**config.mk**
```make
export PLATFORM = sky130hd
export DESIGN_NAME = bdil_fifo
export DESIGN_NICKNAME = d
export VERILOG_FILES = /design/src/sv/bdil_fifo.sv
export SDC_FILE = /design/constraint.sdc
export NUM_CORES = 1
export LEC_CHECK = 0
export CORE_MARGIN = 1
export CORE_UTILIZATION = 55
export DETAILED_ROUTE_END_ITERATION = 10
export DONT_BUFFER_PORTS = 1
export MAX_ROUTING_LAYER = met4
export PLACE_DENSITY = 0.76
export SYNTH_ARGS = -nofsm -noshare
export SYNTH_HDL_FRONTEND = slang
export SYNTH_SLANG_ARGS = --single-unit
```
**constraint.sdc**
```tcl
create_clock -name clock -period 3 [get_ports clock]
set_input_delay 0.6 -clock clock [delete_from_list [all_inputs] [get_ports clock]]
set_output_delay 0.6 -clock clock [all_outputs]
set_load 0.03 [all_outputs]
```
**src/sv/bdil_fifo.sv**
```systemverilog
module bdil_fifo #(
   parameter int WIDTH = 8,
   parameter int DEPTH = 4
) (
   input  logic             clock,
   input  logic             reset,
   input  logic             push,
   input  logic [WIDTH-1:0] push_data,
   output logic             full,
   input  logic             pop,
   output logic [WIDTH-1:0] pop_data,
   output logic             empty
);

   localparam int IW = (DEPTH > 1) ? $clog2(DEPTH) : 1;
   localparam int CW = $clog2(DEPTH + 1);

   logic [WIDTH-1:0] store_ff [0:DEPTH-1];
   logic [IW-1:0]    wr_ptr_ff, wr_ptr_in;
   logic [IW-1:0]    rd_ptr_ff, rd_ptr_in;
   logic [CW-1:0]    count_ff, count_in;
   logic             push_ok, pop_ok;

   assign full     = (count_ff == CW'(DEPTH));
   assign empty    = (count_ff == '0);
   assign push_ok  = push && !full;
   assign pop_ok   = pop && !empty;
   assign pop_data = store_ff[rd_ptr_ff];

   always_comb begin
      wr_ptr_in = wr_ptr_ff;
      rd_ptr_in = rd_ptr_ff;
      if (push_ok) begin
         wr_ptr_in = (wr_ptr_ff == IW'(DEPTH - 1)) ? '0 : wr_ptr_ff + IW'(1);
      end
      if (pop_ok) begin
         rd_ptr_in = (rd_ptr_ff == IW'(DEPTH - 1)) ? '0 : rd_ptr_ff + IW'(1);
      end
      count_in = count_ff + CW'(push_ok) - CW'(pop_ok);
   end

   always_ff @(posedge clock) begin
      if (reset) begin
         wr_ptr_ff <= '0;
         rd_ptr_ff <= '0;
         count_ff  <= '0;
      end else begin
         wr_ptr_ff <= wr_ptr_in;
         rd_ptr_ff <= rd_ptr_in;
         count_ff  <= count_in;
      end
   end

   always_ff @(posedge clock) begin
      if (push_ok) begin
         store_ff[wr_ptr_ff] <= push_data;
      end
   end

endmodule

```
# Word level (Yosys, flattened, before mapping)

Memories as Yosys holds them, arrays and structs flattened. A register that Yosys moved wholly into a read port is not among the register bits.
Index checks and enable logic that the tools add are counted.

Register bits after elaboration: 7
Memory bits (writable): 32
Output and inout port bits: 10
Word-level logic and storage cells: 22
Memories kept: 1

Memories:

| memory   | depth | width | rd ports | clocked after Yosys merged registers in | wr ports | line | text |
|---|---|---|---|---|---|---|---|
| store_ff | 4     | 8     | 1        | 1                                       | 1        | 18   | `logic [WIDTH-1:0] store_ff [0:DEPTH-1];` |

Add/subtract/negate cells: 4
Equality and inequality tests: 3
Multiplexer cells: 6
Reductions and logical operators: 5

Operators by type and width:

| operator                                                      | count |
|---|---|
| 2-bit 2-to-1 mux                                              | 4 |
| 2-bit by 1-bit adder with 2-bit output, second input constant | 2 |
| 2-bit == test, second input constant                          | 2 |
| 3-bit by 1-bit adder with 3-bit output                        | 1 |
| 3-bit == test, second input constant                          | 1 |
| 3-bit zero test                                               | 1 |
| 3-bit by 1-bit subtractor with 3-bit output                   | 1 |
| 1-bit logical AND                                             | 2 |
| 1-bit zero test                                               | 2 |
| 1-bit 2-to-1 mux                                              | 2 |

# Depth between registers and ports, before layout

Word-level depth: 5
Mapped depth: 11
Gate-level depth less buffers: 10

# Worst setup path before layout

Ideal clock, no wire load.

Path type: register to register
Start: register count_ff[2]
End: register count_ff[2]
Library setup time: 0.115 ns
Data arrival time: 2.071 ns
Slack: 0.814 ns
Stages on the path, launching flop included: 12
Buffers on the path: 1
Clock period less this slack: 2.186 ns
Path through: dfxtp_1 > or3b_1 > buf_6 > and2_4 > inv_1 > ha_1 > inv_1 > ha_1 > fa_1 > xnor2_1 > xnor2_1 > nor2_1

Longest elaborated chain between the ends: 5
Elaborated cells between the ends (all ways): 8

RTL lines:

| what                                          | line | text |
|---|---|---|
| start, declared                               | 21   | `logic [CW-1:0] count_ff, count_in;` |
| start signal, assigned                        | 50   | `count_ff <= count_in;` |
| 3-bit == test                                 | 24   | `assign full = (count_ff == CW'(DEPTH));` |
| 1-bit zero test                               | 26   | `assign push_ok = push && !full;` |
| 1-bit logical AND                             | 26   |  |
| 3-bit by 1-bit adder with 3-bit output        | 39   | `count_in = count_ff + CW'(push_ok) - CW'(pop_ok);` |
| 3-bit by 1-bit subtractor with 3-bit output * | 39   |  |

Mark *: on every way between the ends. The rest lies on a longest branch, timed or not.
A chain may end at the register's enable or synchronous reset.

# Worst setup path in the final report

Same ends and word-level chain as after synthesis.

==> flow_summary.rst <==
.. list-table::
   :header-rows: 1

   * - Metric
     - Value
   * - Via count of the first global-routing pass
     - 772
   * - Setup_tns
     - 0 ns
   * - Worst Path Required
     - 3.25 ns
   * - Top cells by area, synth
     - edfxtp_1 (59%), dfxtp_1 (11%), mux4_2 (11%)
   * - Initial antenna violation count
     - 0
   * - TritonCTS Buffers
     - 5
   * - CTS max path bufs
     - 2
   * - Nets
     - 116
   * - Slowest stage delay, CP
     - roughly 0.50 ns
   * - Layout overhead on the synthesized area
     - 5.96%
   * - Maximum level of the CTS H-tree
     - 2
   * - Most frequent standard cell in the layout excluding fill and tap cells
     - edfxtp_1
   * - Cell area power density
     - 843 nW/µm²
   * - Reg2Reg Capture Point
     - count_ff[2]
   * - Max-slew headroom
     - 40.9%
   * - Setup bufs post-CTS
     - 0
   * - Detailed-routing iteration count for the pre-antenna-repair pass
     - 4
   * - Standby leakage power
     - 0.617 nW
   * - Number of synthesized register bits
     - 41
   * - Largest delay contributor family on the critical path
     - simple AND/OR/NAND/NOR gates
   * - Commonest cells after routing, fill and taps aside
     - edfxtp_1 (32), dfxtp_1 (9), inv_1 (8), mux4_2 (8), ha_1 (7)
   * - Number of top-level design ports
     - 22
   * - Fraction of synthesized cell area taken by the top area cell type
     - 58.7%
   * - Final clock skew
     - 0.00828 ns
   * - Number of DRC markers after the initial detailed-route iteration
     - 30
   * - Die Ht
     - 56.6 µm
   * - Starting density of the core
     - 58.9%
   * - Clock Sinks
     - 41
   * - Clock tree root buffer cell
     - clkbuf_4
   * - Pins over their slew limit
     - 0
   * - Post-cts resize count
     - 0
   * - Max-cap violation count
     - 0
   * - Diodes inserted
     - 0
   * - Depth of the most critical reg-to-reg path
     - 10
   * - Clock slew seen by the registers of the worst setup and hold paths
     - around 0.11 ns
   * - Syn_nets
     - approximately 110
   * - Setup repair after global routing missed its margin
     - false
   * - Synthesized area divided by synthesized cell count
     - between 15 and 20 µm²
   * - Average wire per standard cell
     - 17.1 µm
   * - Endpoint with the worst hold slack
     - wr_ptr_ff[1]
   * - Category of the worst setup path launch point
     - flip-flop
   * - Number of instances in the synthesized netlist
     - between 90 and 100
   * - Worst hold path type
     - in -> reg
   * - Final HPWL DP
     - 1.46 mm
   * - Synthesized area
     - 1640 µm²
   * - DRC
     - 0
   * - Clock period minus worst slack
     - 2.36 ns
   * - Classification of the worst setup path
     - reg -> reg
   * - Horizontal die dimension
     - 56.6 µm
   * - Startpoint of the worst register-to-register path
     - count_ff[2]
   * - Routed Wire Length
     - 2.19 mm
   * - Buffer and inverter count on the worst path
     - 2
   * - Number of distinct library cells after synthesis
     - 25
   * - TritonCTS clock tree
     - built
   * - # rows
     - 19
   * - Core Area
     - between 2000 and 3000 µm²
   * - Crit path arrival time
     - 2.61 ns
   * - Vias per cell
     - slightly below 6
   * - Insertion delay of the later-clocked pin in the worst-skew pair
     - 0.35 ns
   * - Reg2Reg Setup Slack
     - approximately 0.64 ns
   * - Fin crit share
     - 78.7%
   * - Hold path depth
     - 1
   * - Global-route wire length before repair
     - 3.57 mm
   * - Synthesis warning total
     - 0
   * - CP max-delay cell
     - or3b_1
   * - RePlAce Congestion
     - a little under 0.7
   * - Buffers added on ports
     - 0
   * - Final cell utilization of the core
     - 62.4%
   * - Largest vdd supply drop
     - between 0.0006 and 0.0007 V
   * - Final hold viol count
     - 0
   * - Highest achievable clock rate
     - 0.424 GHz
   * - Number of vias after detailed routing
     - approximately 750
   * - Number of buffers inserted by hold repair at cts
     - 0
   * - Total gr overflow
     - 0
   * - Final antenna-violating net count
     - 0
   * - Overall track demand over capacity in global routing
     - 16.4%
   * - CP endpoint kind
     - flip-flop
   * - Leading area contributor after synthesis
     - edfxtp_1
   * - Share of the yosys chip area belonging to registers
     - 69.7%
   * - Slew of the pin with the lowest slew margin
     - 0.880 ns
   * - Layout cell share with drive strength beyond 1
     - a little under a fifth
   * - Maximum fanout count along the critical path
     - 9
   * - Outcome
     - finished, final reports clean
   * - Critical path cell sequence
     - or3b_1, and2_4, inv_1, ha_1, inv_1, ha_1, fa_1, xnor2_1, xnor2_1, nor2_1
   * - Hold path start
     - reset
   * - Final Setup Violations
     - 0
   * - Maximum number of pins on one net before global-route repair
     - 14
   * - Die footprint
     - 3200 µm²
## power breakdown
group          leakage, nW  internal, W  switching [W]
Combinational        0.211     0.000142       0.000226
Clock               0.0389     0.000172       0.000171
Sequential           0.367     0.000692      0.0000597
Total                0.617      0.00101       0.000456
## logic make-up after synthesis
logic type,after synthesis,share of synthesized area (%)
fa+ha+maj,8,6.57
flops,41,69.7
simple gates,16,5.73
compound gates,5,2.29
xor+xnor,2,1.07
buf+inv,11,3.06
mux,9,11.6
## worst max path at each step
stage                           start          end  slack (ns)  cells past startpoint
final                     count_ff[2]  count_ff[2]        0.64                     10
after global routing      count_ff[1]  count_ff[2]        0.44                      9
after CTS                   flip-flop  pop_data[7]        0.62                      1
after detailed placement  count_ff[2]  count_ff[2]        0.65                     10
after global placement    count_ff[2]  count_ff[2]        0.72                     10
after floorplan           count_ff[2]  count_ff[2]        0.81                     11
## layout make-up
type | instances | area (µm²)
sequential | 41 | 1140
fill | 188 | 1050
multi-input combinational | 40 | 447
clock inverter | 3 | 41.3
tap | 31 | 38.8
clock buffer | 5 | 37.5
inverter | 8 | 30.0
## worst reg2reg max path, delay by kind of cell (launching register included)
| kind | cells | cell delay, ns |
|---|---|---|
| buffers and inverters | 2 | 0.09 |
| XOR/XNOR | 2 | 0.32 |
| flip-flops | 1 | 0.40 |
| adder cells (fa/ha/maj) | 3 | 0.68 |
| AND/OR/NAND/NOR | 3 | 0.78 |
## cells in the mapped netlist
cell	instances
a21o_1	1
nor2_1	2
fa_1	1
mux4_2	8
edfxtp_1	32
nor2b_1	2
and3_2	1
o31ai_2	1
a21oi_1	2
buf_6	1
mux2i_1	1
inv_1	8
dfxtp_1	9
buf_2	1
and2_4	1
or3b_1	1
ha_1	7
nand3_1	2
buf_1	1
o31ai_1	1
or3_1	1
nand2_1	1
nor3_1	2
and3_1	3
xnor2_1	2
## flip-flops by register name, indices dropped and copies added (netlist names), named ones only
name,count
count_ff,3
rd_ptr_ff,2
store_ff,32
wr_ptr_ff,2
## layer usage
metal / vias up / global-route usage (%) / part of all wire (%)
met1: 368 / 16.8 / 41
li1: 353 / - / -
met5: - / - / 0
met3: 7 / 7.60 / 6.4
met4: 0 / 8.71 / 2.1
met2: 21 / 26.2 / 50
## per-stage QoR
step | std cells | total power, W | worst slack [ns] | hold WS, ns | area (µm²)
final | 128 | 0.00146 | 0.640 | 0.308 | 1740
after global routing | 128 | 0.00154 | 0.441 | 0.279 | 1740
after CTS | 128 | 0.00147 | 0.622 | 0.294 | 1740
after detailed placement | 120 | 0.00114 | 0.652 | 0.485 | 1660
after global placement | 120 | 0.00113 | 0.722 | 0.463 | 1660
after floorplan | 92 | 0.00109 | 0.814 | 0.456 | 1640
No activity file was read; power rests on OpenSTA's default activity.
