<file path="config.mk">
export PLATFORM = sky130hd
export DESIGN_NAME = bdil_back
export DESIGN_NICKNAME = d
export VERILOG_FILES = /design/src/sv/bdil_pkg.sv /design/src/sv/bdil_fifo.sv /design/src/sv/bdil_back.sv
export SDC_FILE = /design/constraint.sdc
export NUM_CORES = 1
export LEC_CHECK = 0
export BUFFER_PORTS_ARGS = -buffer_cell sky130_fd_sc_hd__buf_2
export CORE_ASPECT_RATIO = 0.7
export CORE_MARGIN = 3
export CORE_UTILIZATION = 60
export DETAILED_ROUTE_END_ITERATION = 8
export MAX_ROUTING_LAYER = met4
export PLACE_DENSITY = 0.82
export SYNTH_ARGS = -nofsm -noshare
export SYNTH_HDL_FRONTEND = slang
export SYNTH_SLANG_ARGS = --single-unit
</file>
<file path="constraint.sdc">
create_clock -name clock -period 5.2 [get_ports clock]
set_clock_uncertainty 0.05 [all_clocks]
set_input_delay 1.04 -clock clock [delete_from_list [all_inputs] [get_ports clock]]
set_output_delay 1.04 -clock clock [all_outputs]
set_load 0.03 [all_outputs]
</file>
<file path="src/sv/bdil_pkg.sv">
package bdil_pkg;

   localparam int COORD_W = 12;
   localparam int SIZE_W  = 13;
   localparam int CSR_INDEX_W = 2;

   localparam logic [CSR_INDEX_W-1:0] CSR_FRAME_WIDTH  = 2'd0;
   localparam logic [CSR_INDEX_W-1:0] CSR_FRAME_HEIGHT = 2'd1;

   localparam logic [7:0]        FG_VALUE      = 8'd255;
   localparam logic [SIZE_W-1:0] MIN_SIZE      = 13'd3;
   localparam logic [SIZE_W-1:0] COORD_LIMIT   = 13'd4096;
   localparam logic [SIZE_W-1:0] RESET_WIDTH   = 13'd640;
   localparam logic [SIZE_W-1:0] RESET_HEIGHT  = 13'd480;

   typedef struct packed {
      logic [7:0] pixel_value;
      logic       frame_start;
   } req_payload_type;

   typedef struct packed {
      logic [COORD_W-1:0] out_x;
      logic [COORD_W-1:0] out_y;
      logic               out_black;
      logic               run_last;
   } rsp_payload_type;

   // frame size after clamping
   typedef struct packed {
      logic [SIZE_W-1:0] width;
      logic [SIZE_W-1:0] height;
   } geom_type;

   typedef struct packed {
      logic [COORD_W-1:0] x;
      logic [COORD_W-1:0] y;
      logic               fg;
      logic               has_int;
      logic               has_bord;
   } front_stage_type;

   typedef struct packed {
      logic [COORD_W-1:0] x;
      logic [COORD_W-1:0] y;
      logic               fg;
      logic               up1;
      logic               up2;
      logic               has_int;
      logic               has_bord;
   } mid_entry_type;

   // one entry holds the interior result and/or the border result of one item
   typedef struct packed {
      logic [COORD_W-1:0] x;
      logic [COORD_W-1:0] y;
      logic               black;
      logic               has_int;
      logic               has_bord;
   } res_entry_type;

endpackage

</file>
<file path="src/sv/bdil_fifo.sv">
module bdil_fifo #(
   parameter int WIDTH = 8,
   parameter int DEPTH = 4
) (
   input  logic             clock,
   input  logic             reset,
   input  logic             push,
   input  logic [WIDTH-1:0] push_data,
   output logic             full,
   input  logic             pop,
   output logic [WIDTH-1:0] pop_data,
   output logic             empty
);

   localparam int IW = (DEPTH > 1) ? $clog2(DEPTH) : 1;
   localparam int CW = $clog2(DEPTH + 1);

   logic [WIDTH-1:0] store_ff [0:DEPTH-1];
   logic [IW-1:0]    wr_ptr_ff, wr_ptr_in;
   logic [IW-1:0]    rd_ptr_ff, rd_ptr_in;
   logic [CW-1:0]    count_ff, count_in;
   logic             push_ok, pop_ok;

   assign full     = (count_ff == CW'(DEPTH));
   assign empty    = (count_ff == '0);
   assign push_ok  = push && !full;
   assign pop_ok   = pop && !empty;
   assign pop_data = store_ff[rd_ptr_ff];

   always_comb begin
      wr_ptr_in = wr_ptr_ff;
      rd_ptr_in = rd_ptr_ff;
      if (push_ok) begin
         wr_ptr_in = (wr_ptr_ff == IW'(DEPTH - 1)) ? '0 : wr_ptr_ff + IW'(1);
      end
      if (pop_ok) begin
         rd_ptr_in = (rd_ptr_ff == IW'(DEPTH - 1)) ? '0 : rd_ptr_ff + IW'(1);
      end
      count_in = count_ff + CW'(push_ok) - CW'(pop_ok);
   end

   always_ff @(posedge clock) begin
      if (reset) begin
         wr_ptr_ff <= '0;
         rd_ptr_ff <= '0;
         count_ff  <= '0;
      end else begin
         wr_ptr_ff <= wr_ptr_in;
         rd_ptr_ff <= rd_ptr_in;
         count_ff  <= count_in;
      end
   end

   always_ff @(posedge clock) begin
      if (push_ok) begin
         store_ff[wr_ptr_ff] <= push_data;
      end
   end

endmodule

</file>
<file path="src/sv/bdil_back.sv">
module bdil_back (
   input  logic                      clock,
   input  logic                      reset,
   input  logic                      mid_empty,
   input  bdil_pkg::mid_entry_type   mid_data,
   output logic                      mid_pop,
   output logic                      rsp_empty,
   input  logic                      rsp_pop,
   output bdil_pkg::rsp_payload_type rsp_data
);

   import bdil_pkg::*;

   localparam int RES_DEPTH = 4;

   logic [8:0]    window_ff, window_in;
   logic          phase_ff, phase_in;
   res_entry_type res_wr, res_head;
   logic          res_push, res_full, res_pop, res_empty;
   logic          first_int, last;

   bdil_fifo #(
      .WIDTH ($bits(res_entry_type)),
      .DEPTH (RES_DEPTH)
   ) u_res_fifo (
      .clock     (clock),
      .reset     (reset),
      .push      (res_push),
      .push_data (res_wr),
      .full      (res_full),
      .pop       (res_pop),
      .pop_data  (res_head),
      .empty     (res_empty)
   );

   always_comb begin
      mid_pop   = !mid_empty && !res_full;
      window_in = {window_ff[5:0], mid_data.up2, mid_data.up1, mid_data.fg};

      res_wr.x        = mid_data.x;
      res_wr.y        = mid_data.y;
      res_wr.black    = |window_in;
      res_wr.has_int  = mid_data.has_int;
      res_wr.has_bord = mid_data.has_bord;
      res_push        = mid_pop && (mid_data.has_int || mid_data.has_bord);
   end

   // an entry with both results gives the interior one first, then the border
   always_comb begin
      first_int = !phase_ff && res_head.has_int;
      last      = phase_ff || !(res_head.has_int && res_head.has_bord);

      rsp_empty          = res_empty;
      rsp_data.out_x     = first_int ? res_head.x - COORD_W'(1) : res_head.x;
      rsp_data.out_y     = first_int ? res_head.y - COORD_W'(1) : res_head.y;
      rsp_data.out_black = first_int && res_head.black;
      rsp_data.run_last  = last;

      res_pop  = rsp_pop && !res_empty && last;
      phase_in = phase_ff;
      if (rsp_pop && !res_empty) begin
         phase_in = !last;
      end
   end

   always_ff @(posedge clock) begin
      if (reset) begin
         window_ff <= '0;
         phase_ff  <= 1'b0;
      end else begin
         if (mid_pop) begin
            window_ff <= window_in;
         end
         phase_ff <= phase_in;
      end
   end

endmodule

</file>
Word-level counts from Yosys, hierarchy flattened
Memories as Yosys holds them, arrays and structs flattened. A register that Yosys moved wholly into a read port is not among the register bits.
Cells that the tools add are included.
{"block": "totals", "output_inout_bits": 28, "wordCells": 42, "ram_bits": 108, "inputBits": 33, "n_memories": 1, "register_bits": 14}
{"name": "u_res_fifo.store_ff", "depth": 4, "width": 27, "read_ports": 1, "rd_clocked_by_memory_dff": 1, "write_ports": 1, "line_no": "bdil_fifo.sv:18", "source": "logic [WIDTH-1:0] store_ff [0:DEPTH-1];"}
{"block": "classes", "n_eq_ne": 3, "add_sub_neg": 6, "n_reduce_logical": 19, "mux": 8}
{"cell": "$mux 12", "count": 2}
{"cell": "$sub 12x1->12 const B", "count": 2}
{"cell": "$logic_and 1x1->1", "count": 9}
{"cell": "$reduce_or 9->1", "count": 1}
{"cell": "$mux 2", "count": 4}
{"cell": "$logic_not 1->1", "count": 6}
{"cell": "$add 2x1->2 const B", "count": 2}
{"cell": "$eq 2x2->1 const B", "count": 2}
{"cell": "$add 3x1->3", "count": 1}
{"cell": "$eq 3x3->1 const B", "count": 1}
{"cell": "$logic_not 3->1", "count": 1}
{"cell": "$sub 3x1->3", "count": 1}
{"cell": "$logic_or 1x1->1", "count": 2}
{"cell": "$mux 1", "count": 2}

Depth between registers and ports, before layout
Gate-level depths: netlist of run 1.
{"block": "depth", "word_depth": 7, "mapped_depth": 12, "depth_no_buf": 9}

Cells and area by module
A second synthesis of run 1 with hierarchy kept.
{"block": "unflattened", "hier_cells": 301, "area_unflattened_um2": 5197.5}
{"mod": "bdil_fifo", "n_inst": 1, "area_each_um2": 4383.0, "seq_area_each_um2": 3423.3, "cells_each": 191}
{"mod": "bdil_back", "n_inst": 1, "area_each_um2": 814.5, "seq_area_each_um2": 140.1, "cells_each": 110}

Worst setup path before layout of run 1
No wires, ideal clock.
{"block": "synth_timing", "path_kind": "register to output", "startpoint": "reg (tool-made name)", "endpoint": "out rsp_data[25] in the netlist's numbering", "setup_slack_ns": 1.561, "required_ns": 4.110, "path_buffers": 1, "arrival_time_ns": 2.549, "path_stages_with_launch": 7, "cell_sequence": "dfxtp_1 buf_6 mux4_2 or4_4 nor4b_4 nand3b_1 xnor2_1"}
{"item": "end, declared", "line_no": "bdil_back.sv:9", "source": "output bdil_pkg::rsp_payload_type rsp_data"}

==> out/qor.txt, run 1 <==
outcome -> finished clean
leading area contributor after synthesis -> edfxtp_1
hold crit path type -> flop to flop
total track usage -> 0.224
switching power total -> 1040 uW
Skew-Pair Late Insertion Delay -> 0.41 ns
Routed WL -> 9760 um
pre-CTS setup slack -> 1.25 ns
# setup viols final -> 0
PostCTS Resize Cnt -> 0
post-synthesis adder-cell area fraction -> 0.0258
Post-CTS Setup Bufs -> 0
Fillers -> 470
vias -> 2791
antenna cells -> 0
grt ovf -> 0
routed len/inst -> 20.1 um
Slew HR -> 0.325
Sequential Area -> 3560 um2
Synth Area per Inst -> 17.4 um2
CTS tree -> built
Starting Density -> 0.635
CP delay by family, top -> flip-flops
top-area cell type share of the netlist area -> 0.630
vias in the first global route -> 2846
#FFs+latches synth -> 124
# port buffers -> 60
maximum buffer depth of the clock tree -> 2
fmax -> 228 MHz
Synth-to-Final Area Change -> 19.1%
htree depth -> 4
Final Hold Viols -> 0
hold_ws -> 0.447 ns
Num CTS Buffers -> 17
clock power share -> 0.335
critical path, cell by cell -> mux2i_1 -> o22ai_1 -> nand3b_1 -> nor4_1 -> xor2_1 -> buf_2
setup TNS -> 0 ns
Synth Area in XOR/XNOR -> 0.0374
RSZ-0062 raised after global routing -> no
Synth cell types -> 38
Ys Warns -> 0
CP max stage cell -> dfxtp_1
switching share of power -> 0.320
first-pass GRT wire length -> 15100 um
clock-pin transition on the worst setup and hold timing paths -> 0.05 ns
io pins -> 61
sequential share of the synthesized area -> 0.692
placer congestion estimate -> 0.763
die width -> 117 um
Multi-input gate area -> 1470 um2
Routed Antenna Nets -> 0
Post-Syn Area -> 5150 um2
CTS Root Cell -> clkbuf_16
mux share of post-synthesis cell area -> 0.141
Vias/cell -> 5.74
largest net degree at the start of global routing -> 28
Placed Instance Area -> 5570 um2
Synth Area in Compound Gates -> 0.0122
peak fanout along the critical path -> 16
Die Span Y -> 83.5 um
WP data arrival -> 3.30 ns
largest family of logic cells by synthesized area -> multiplexers
main area contributors after synthesis -> edfxtp_1 63%, mux4_2 7.4%, dfxtp_1 6.2%
Setup crit start kind -> flop
Core Area -> 8110 um2
pwr dens -> 529 nW/um2
DRT iter0 DRCs -> 176
Comb pwr share -> 0.285
drt drc -> 0
syn_nets -> 338
synthesized instance count -> 295
Tmin final -> 4.39 ns
placed cells -> 454
detailed-router iteration count before antenna repair -> 4
Final WS setup -> 0.808 ns
Clock Sinks -> 124
Critical path buffers and inverters -> 1
Detail Placement HPWL -> 6270 um
CTS Hold Buffers Added -> 0
Worst VDD drop -> 0.462 mV
Worst-Margin Slew -> 1.01 ns
Int Pwr -> 2210 uW
Setup crit end kind -> output port
Placement Rows -> 27
simple-gate share of the synthesized area -> 0.0705
Leak -> 0.00222 uW
final period utilization -> 0.845
initial antenna violation count -> 0
kind of critical path -> flop to output port
Seq pwr share -> 0.380
NumNets Final -> 415
fraction of layout cells with a size suffix above 1 -> 0.309
Req. time, crit path -> 4.11 ns
slowest stage delay, CP -> 0.77 ns
Post-Layout Cell Count -> 486
Post-Layout Inst Area -> 6130 um2
Die ar. -> 9740 um2
max_cap viols -> 0
max-slew violation count -> 0
-- metal layers --
metal / track usage / wire length (um)
met5: - / 0
met4: 0.0833 / 176
met3: 0.0891 / 678
met2: 0.314 / 4580
met1: 0.300 / 4320
-- state kept, by name, indices dropped and copies added (netlist names), named ones only --
name	cells
u_res_fifo.store_ff	108
window_ff	6
u_res_fifo.count_ff	3
u_res_fifo.rd_ptr_ff	2
u_res_fifo.wr_ptr_ff	2
phase_ff	1
-- per-stage QoR --
stage	total power, uW	utilization
CTS	3270	0.756
finish	3250	0.756
floorplan	1930	-
detailed placement	2170	0.688
global route	3390	0.756
global placement	2140	0.688
-- worst paths after layout --
kind                 start  slack [ns]  cells past startpoint                     end
hold reg to reg   phase_ff        0.45                      2                phase_ff
setup / recovery      flop        0.81                      6            rsp_data[20]
setup reg to reg      flop        1.84                      9  u_res_fifo.count_ff[2]
hold / removal    phase_ff        0.45                      2                phase_ff
-- cell type report --
type | instances | area share
clock buffer | 17 | 0.0694
clock inverter | 15 | 0.0214
inverter | 13 | 0.00796
multi-input combinational | 148 | 0.240
sequential | 124 | 0.581
tap | 101 | 0.0206
timing repair buffer | 68 | 0.0588
-- power groups by stage --
stage | Sequential, uW | Clock [uW] | Combinational [uW]
2_1_floorplan | 1210 | 0 | 714
3_3_place_gp | 1250 | 0 | 897
3_5_place_dp | 1250 | 0 | 919
4_1_cts | 1230 | 1100 | 930
5_1_grt | 1240 | 1150 | 993
6_report | 1230 | 1090 | 924
-- worst min-delay path, cell delays in order, from the launching register on --
cell and delay (ns):
dfxtp_1 0.32, inv_1 0.07, a211oi_1 0.06
-- cell families (layout without fill, tap and decap cells) --
logic type               count (synthesis)  count (layout)
buffers and inverters                   23             113
AO/OA/AOI/OAI                            9               9
multiplexers                            38              38
adder cells (fa/ha/maj)                 10              10
AND/OR/NAND/NOR                         69              69
flip-flops                             124             124
XOR/XNOR                                22              22
-- cell usage in the layout (no fill, tap or decap), types with 2 or more instances in the layout --
| cell | count |
|---|---|
| edfxtp_1 | 108 |
| buf_2 | 60 |
| nor2_1 | 24 |
| mux4_2 | 17 |
| clkbuf_16 | 17 |
| dfxtp_1 | 15 |
| inv_1 | 13 |
| mux2i_1 | 13 |
| xor2_1 | 12 |
| nand2_1 | 11 |
| xnor2_1 | 10 |
| ha_1 | 9 |
| mux4_1 | 8 |
| buf_4 | 8 |
| nor3_1 | 6 |
| nor4_1 | 6 |
| clkinv_2 | 6 |
| and2_1 | 5 |
| clkinvlp_4 | 4 |
| nor2b_1 | 3 |
| nand3_1 | 3 |
| clkinv_1 | 3 |
| a31oi_1 | 2 |
| a21oi_1 | 2 |
| nand3b_1 | 2 |
| bufinv_16 | 2 |
-- cells in the mapped netlist (all sizes together) --
cell	n
a211oi	1
or2	1
and4	1
o22ai	1
or4	2
nand3b	2
nor2	24
clkbuf	4
nand2b	1
or2b	1
ha	9
nand2	11
nand4	1
and3	1
xor2	12
mux2i	13
nand3	3
buf	6
xnor2	10
nor2b	3
o21a	1
o22a	1
a211o	1
inv	13
dfxtp	16
edfxtp	108
a21oi	2
mux4	25
a31oi	2
nor3	6
and2	5
nor4b	1
nor4	6
fa	1
(Power assumes the default switching activity.)
==> run 2: changes to the inputs <==
ABC_AREA = 1   (was default)
CORE_UTILIZATION = 53   (was 60)
PLACE_DENSITY = 0.76   (was 0.82)
clock period = 3.69 ns   (was 5.2 ns; I/O delays follow)
==> run 2 against run 1 <==
Effect of this change: wire length increased by 21%; global-route usage fell by 0.77 points; cell area increased by 6.9%; non-clock buffer count is the same; largest cell class unchanged; sequential share of layout area is 3.7 points lower; synthesized area is 8.3% higher; worst setup slack worse by 0.38 ns; critical path depth grew 4; die area up 21%; critical path type unchanged; register-to-register slack got worse by 1.1 ns.
==> out/qor.txt, run 2 <==
outcome -> finished clean
Post-Syn Area -> 5570 um2
# setup viols final -> 0
Comb pwr share -> 0.439
Tmin final -> 3.26 ns
routed len/inst -> 15.8 um
CTS Root Cell -> clkbuf_16
htree depth -> 4
Setup crit start kind -> flop
clock-pin transition on the worst setup and hold timing paths -> 0.05 ns
Post-synth top flop -> edfxtp_1
hold path depth -> 2
Seq pwr share -> 0.297
Die Span Y -> 91.8 um
count leader, synth -> nand2_1
vias in the first global route -> 3886
CTS tree -> built
Synth-to-Final Area Change -> 17.6%
#FFs+latches synth -> 124
most frequent cells in the layout -> 160 x nand2_1, 108 x edfxtp_1, 66 x nand3_1
pwr dens -> 894 nW/um2
Placement Rows -> 30
Post-Layout Cell Count -> 748
clock power share -> 0.263
largest net degree at the start of global routing -> 55
# port buffers -> 60
Req. time, crit path -> 2.90 ns
top-area cell type share of the netlist area -> 0.582
total design power -> 5860 uW
Die ar. -> 11800 um2
switching share of power -> 0.422
busiest grt layer -> met2
placer congestion estimate -> 0.889
Starting Density -> 0.560
Synth Area per Inst -> 10.4 um2
RSZ-0062 raised after global routing -> no
Setup crit end kind -> output port
io pins -> 61
setup TNS -> 0 ns
Worst-Margin Slew -> 0.735 ns
Routed WL -> 11800 um
placed cells -> 716
NumNets Final -> 650
peak fanout along the critical path -> 12
hold crit path type -> flop to flop
FF-to-FF End -> u_res_fifo.count_ff[2]
Clock Sinks -> 124
grt ovf -> 0
pre-CTS setup slack -> 0.791 ns
Core Area -> 9950 um2
GRT met2 Usage -> 0.312
kind of critical path -> flop to output port
Final Hold Viols -> 0
Leak -> 0.00270 uW
leading area contributor after synthesis -> edfxtp_1
switching power total -> 2470 uW
vias -> 3965
most common cell after layout, fill and taps aside -> nand2_1
r2r setup slk -> 0.76 ns
fraction of layout cells with a size suffix above 1 -> 0.197
Fillers -> 730
Worst VDD drop -> 0.446 mV
biggest regs -> u_res_fifo.store_ff (108), window_ff (6), u_res_fifo.count_ff (3)
met3 Use GR -> 0.0506
Post-synth EDFFs -> 108
Vias/cell -> 5.30
DRT iter0 DRCs -> 393
Synth top cells by count -> 160 x nand2_1, 108 x edfxtp_1, 66 x nand3_1
Num CTS Buffers -> 17
Final WS setup -> 0.431 ns
max_cap viols -> 0
Util after Layout -> 0.659
max FFs per register -> 108
max-slew violation count -> 0
Worst Hold Path EP -> window_ff[5]
Ys Warns -> 0
Biggest register -> u_res_fifo.store_ff
die width -> 129 um
PostCTS Resize Cnt -> 0
synthesized instance count -> 538
main area contributors after synthesis -> edfxtp_1 58%, nand2_1 11%, nand3_1 5.9%
Int Pwr -> 3390 uW
Post-CTS Setup Bufs -> 0
drt drc -> 0
antenna cells -> 0
Async SR Flop Fraction -> 0
final period utilization -> 0.883
Reg2Reg Depth -> 15
CTS Hold Buffers Added -> 0
min-delay src -> window_ff[2]
sequential share of the synthesized area -> 0.639
syn_nets -> 581
WP data arrival -> 2.47 ns
Routed Antenna Nets -> 0
Skew-Pair Late Insertion Delay -> 0.40 ns
Slew HR -> 0.507
maximum buffer depth of the clock tree -> 2
detailed-router iteration count before antenna repair -> 5
total track usage -> 0.217
fmax -> 307 MHz
initial antenna violation count -> 0
met1 global-route usage -> 0.295
first-pass GRT wire length -> 19100 um
Detail Placement HPWL -> 7630 um
Synth cell types -> 34
## run 2: worst max path at each step
stage | startpoint | to | slack [ns] | cells after the start
2_1_floorplan | mid_empty | u_res_fifo.store_ff[0][0] | 0.58 | 3
3_3_place_gp | flop | u_res_fifo.count_ff[2] | 0.86 | 15
3_5_place_dp | flop | u_res_fifo.count_ff[2] | 0.79 | 15
4_1_cts | flop | rsp_data[12] | 0.42 | 10
5_1_grt | flop | rsp_data[9] | 0.26 | 10
6_report | flop | rsp_data[12] | 0.43 | 10
## run 2: area by class of cell
class / instances / area, um2 / area share
Clock buffer: 30 / 524 / 0.0800
Timing Repair Buffer: 68 / 373 / 0.0569
Tap cell: 128 / 160 / 0.0244
Inverter: 45 / 171 / 0.0262
Multi-Input combinational cell: 351 / 1720 / 0.263
Sequential cell: 124 / 3560 / 0.544
Clock inverter: 2 / 35.0 / 0.00535
## run 2: cell families (layout without fill, tap and decap cells)
group	after synthesis	in the layout	synth area share
simple gates	304	304	0.243
fa+ha+maj	10	10	0.0238
compound gates	29	29	0.0278
flops	124	124	0.639
xor+xnor	8	8	0.0126
buf+inv	63	145	0.0532
## run 2: per-stage QoR
stage / hold WS [ns] / cell area (um2)
finish: 0.458 / 6550
global route: 0.491 / 6550
CTS: 0.456 / 6550
detailed placement: 0.447 / 5990
global placement: 0.443 / 5990
floorplan: 0.423 / 5570
## run 2: layer usage
layer | up-vias | wire [um]
li1 | 1948 | -
met1 | 1826 | 5240
met2 | 174 | 5490
met3 | 17 | 917
met4 | 0 | 159
met5 | - | 0
## run 2: power by group through the flow
| stage | clock (uW) | combinational [uW] | sequential (uW) |
|---|---|---|---|
| after global placement | 0 | 2500 | 1760 |
| after CTS | 1570 | 2580 | 1740 |
| after detailed placement | 0 | 2570 | 1770 |
| final | 1540 | 2570 | 1740 |
| after global routing | 1620 | 2840 | 1750 |
| after floorplan | 0 | 1960 | 1750 |
## run 2: critical path: stages, from the launching register on
cell and delay [ns]:
dfxtp_1 0.31, inv_1 0.33, buf_4 0.27, nand3_1 0.12, nand2_1 0.10, ha_1 0.14
inv_1 0.07, nor3_4 0.33, nand4_1 0.13, nand2_1 0.09, buf_2 0.19
==> run 3: changes to the inputs <==
==> constraint.sdc (replaced) <==
create_clock -name clock -period 3.69 [get_ports clock]
set_clock_uncertainty 0.05 [all_clocks]
set_input_delay 0.1845 -clock clock [delete_from_list [all_inputs] [get_ports clock]]
set_output_delay 0.1845 -clock clock [all_outputs]
set_load 0.03 [all_outputs]
==> run 3 against run 2 <==
Effect of this change: global-route usage is 1.3 points higher; final cell count up 4.0%; critical path depth up 1; first-iteration DRC count decreased by 12%; critical endpoint unchanged.
==> out/qor.txt, run 3 (synthesis gave the netlist of run 2 again) <==
largest net degree at the start of global routing -> 35
Fillers -> 704
# port buffers -> 60
vias -> 4183
Detail Placement HPWL -> 7780 um
fraction of layout cells with a size suffix above 1 -> 0.197
switching power total -> 2560 uW
max-slew violation count -> 0
Clock Sinks -> 124
Skew-Pair Late Insertion Delay -> 0.42 ns
Biggest register -> u_res_fifo.store_ff
initial antenna violation count -> 0
first-pass GRT wire length -> 20200 um
Req. time, crit path -> 3.46 ns
Sequential Area -> 3560 um2
# setup viols final -> 0
routed len/inst -> 16.2 um
Worst VDD drop -> 0.533 mV
Starting Density -> 0.560
maximum buffer depth of the clock tree -> 2
clock power share -> 0.273
io pins -> 61
Seq pwr share -> 0.297
NumNets Final -> 680
outcome -> finished clean
hold_ws -> 0.111 ns
most common cell after layout, fill and taps aside -> nand2_1
die width -> 129 um
Placement Rows -> 30
final period utilization -> 0.862
clock-pin transition on the worst setup and hold timing paths -> 0.05 ns
Post-Layout Cell Count -> 778
Post-CTS Setup Bufs -> 0
DRT iter0 DRCs -> 346
Slew HR -> 0.476
grt ovf -> 0
fmax -> 314 MHz
Critical path buffers and inverters -> 4
WP data arrival -> 2.95 ns
Synth-to-Final Area Change -> 23.3%
pre-CTS setup slack -> 0.652 ns
hold crit path type -> input pin to flop
Leak -> 0.00283 uW
biggest regs -> u_res_fifo.store_ff (108), window_ff (6), u_res_fifo.count_ff (3)
switching share of power -> 0.426
Routed Antenna Nets -> 0
max FFs per register -> 108
htree depth -> 4
max_cap viols -> 0
Tmin final -> 3.18 ns
peak fanout along the critical path -> 34
antenna cells -> 0
Multi-input gate area -> 1720 um2
Setup crit end kind -> output port
placer congestion estimate -> 0.837
pwr dens -> 876 nW/um2
total design power -> 6020 uW
placed cells -> 716
slowest stage delay, CP -> 0.62 ns
most frequent CP cell -> nand2_1
Die Span Y -> 91.8 um
Final Hold Viols -> 0
CTS Root Cell -> clkbuf_16
total track usage -> 0.230
Worst-Margin Slew -> 0.781 ns
Die ar. -> 11800 um2
CTS tree -> built
CP delay by family, top -> simple AND/OR/NAND/NOR gates
critical path, cell by cell -> inv_4 -> buf_4 -> nand2_1 -> nand3_1 -> nand2_1 -> ha_1 -> inv_1 -> nor3_4 -> nand4_1 -> nand2_1 -> buf_2
setup TNS -> 0 ns
Vias/cell -> 5.38
CP max stage cell -> dfxtp_2
kind of critical path -> flop to output port
Int Pwr -> 3460 uW
Comb pwr share -> 0.430
Setup crit start kind -> flop
Num CTS Buffers -> 17
Final WS setup -> 0.509 ns
detailed-router iteration count before antenna repair -> 5
most frequent cells in the layout -> 160 x nand2_1, 108 x edfxtp_1, 66 x nand3_1
vias in the first global route -> 4144
Core Area -> 9950 um2
drt drc -> 0
Routed WL -> 12600 um
RSZ-0062 raised after global routing -> no
==> run 3: changes by cell type in the layout (fill, tap and decap cells not counted), moves of 2 or more <==
| cell | previous run | this run |
|---|---|---|
| clkbuf_1 | 8 | 1 |
| clkinv_2 | 1 | 5 |
| clkbuf_8 | 5 | 1 |
| clkinvlp_4 | 0 | 4 |
| bufinv_16 | 1 | 3 |
| dlygate4sd3_1 | 0 | 30 |
==> run 3: layer usage <==
layer  routed length, um  part of all wire  track usage
met1                5710              0.45        0.297
met2                5810              0.46        0.350
met3                 877             0.070       0.0739
met4                 180             0.014       0.0726
met5                   0                 0            -
==> run 3: area by class of cell <==
class	instances	area share
clock buffer	19	0.0644
sequential	124	0.519
clock inverter	13	0.0217
tap	128	0.0233
timing repair buffer	98	0.0961
inverter	45	0.0249
multi-input combinational	351	0.251
==> run 3: repair_timing <==
action,CTS,global route
hold endpoints to repair,111,0
hold buffers,30,0
resized for setup,0,0
==> run 3: worst paths after layout <==
kind,start,endpoint,slack (ns),depth (start not counted)
max,flop,rsp_data[12],0.51,11
min,mid_empty,window_ff[2],0.11,4
max reg2reg,flop,u_res_fifo.count_ff[2],0.63,15
min reg2reg,window_ff[2],window_ff[5],0.46,2
==> run 3: per-stage QoR <==
step	utilization	area (um2)
after floorplan	-	5570
after global placement	0.601	5980
after detailed placement	0.601	5980
after CTS	0.691	6870
after global routing	0.691	6870
final	0.691	6870
==> run 3: power groups by stage <==
stage | combinational, uW | clock [uW] | sequential [uW]
floorplan | 1960 | 0 | 1750
global placement | 2440 | 0 | 1800
detailed placement | 2520 | 0 | 1810
CTS | 2570 | 1660 | 1790
global route | 2830 | 1720 | 1800
finish | 2590 | 1650 | 1790
==> run 3: worst register-to-register path, delay by kind of cell (launching register included) <==
kind | cells | cell delay [ns]
AOI/OAI and AO/OA | 1 | 0.13
adders and majority gates | 3 | 0.83
buffers and inverters | 4 | 0.43
DFF | 1 | 0.62
and+or+nand+nor | 7 | 0.95
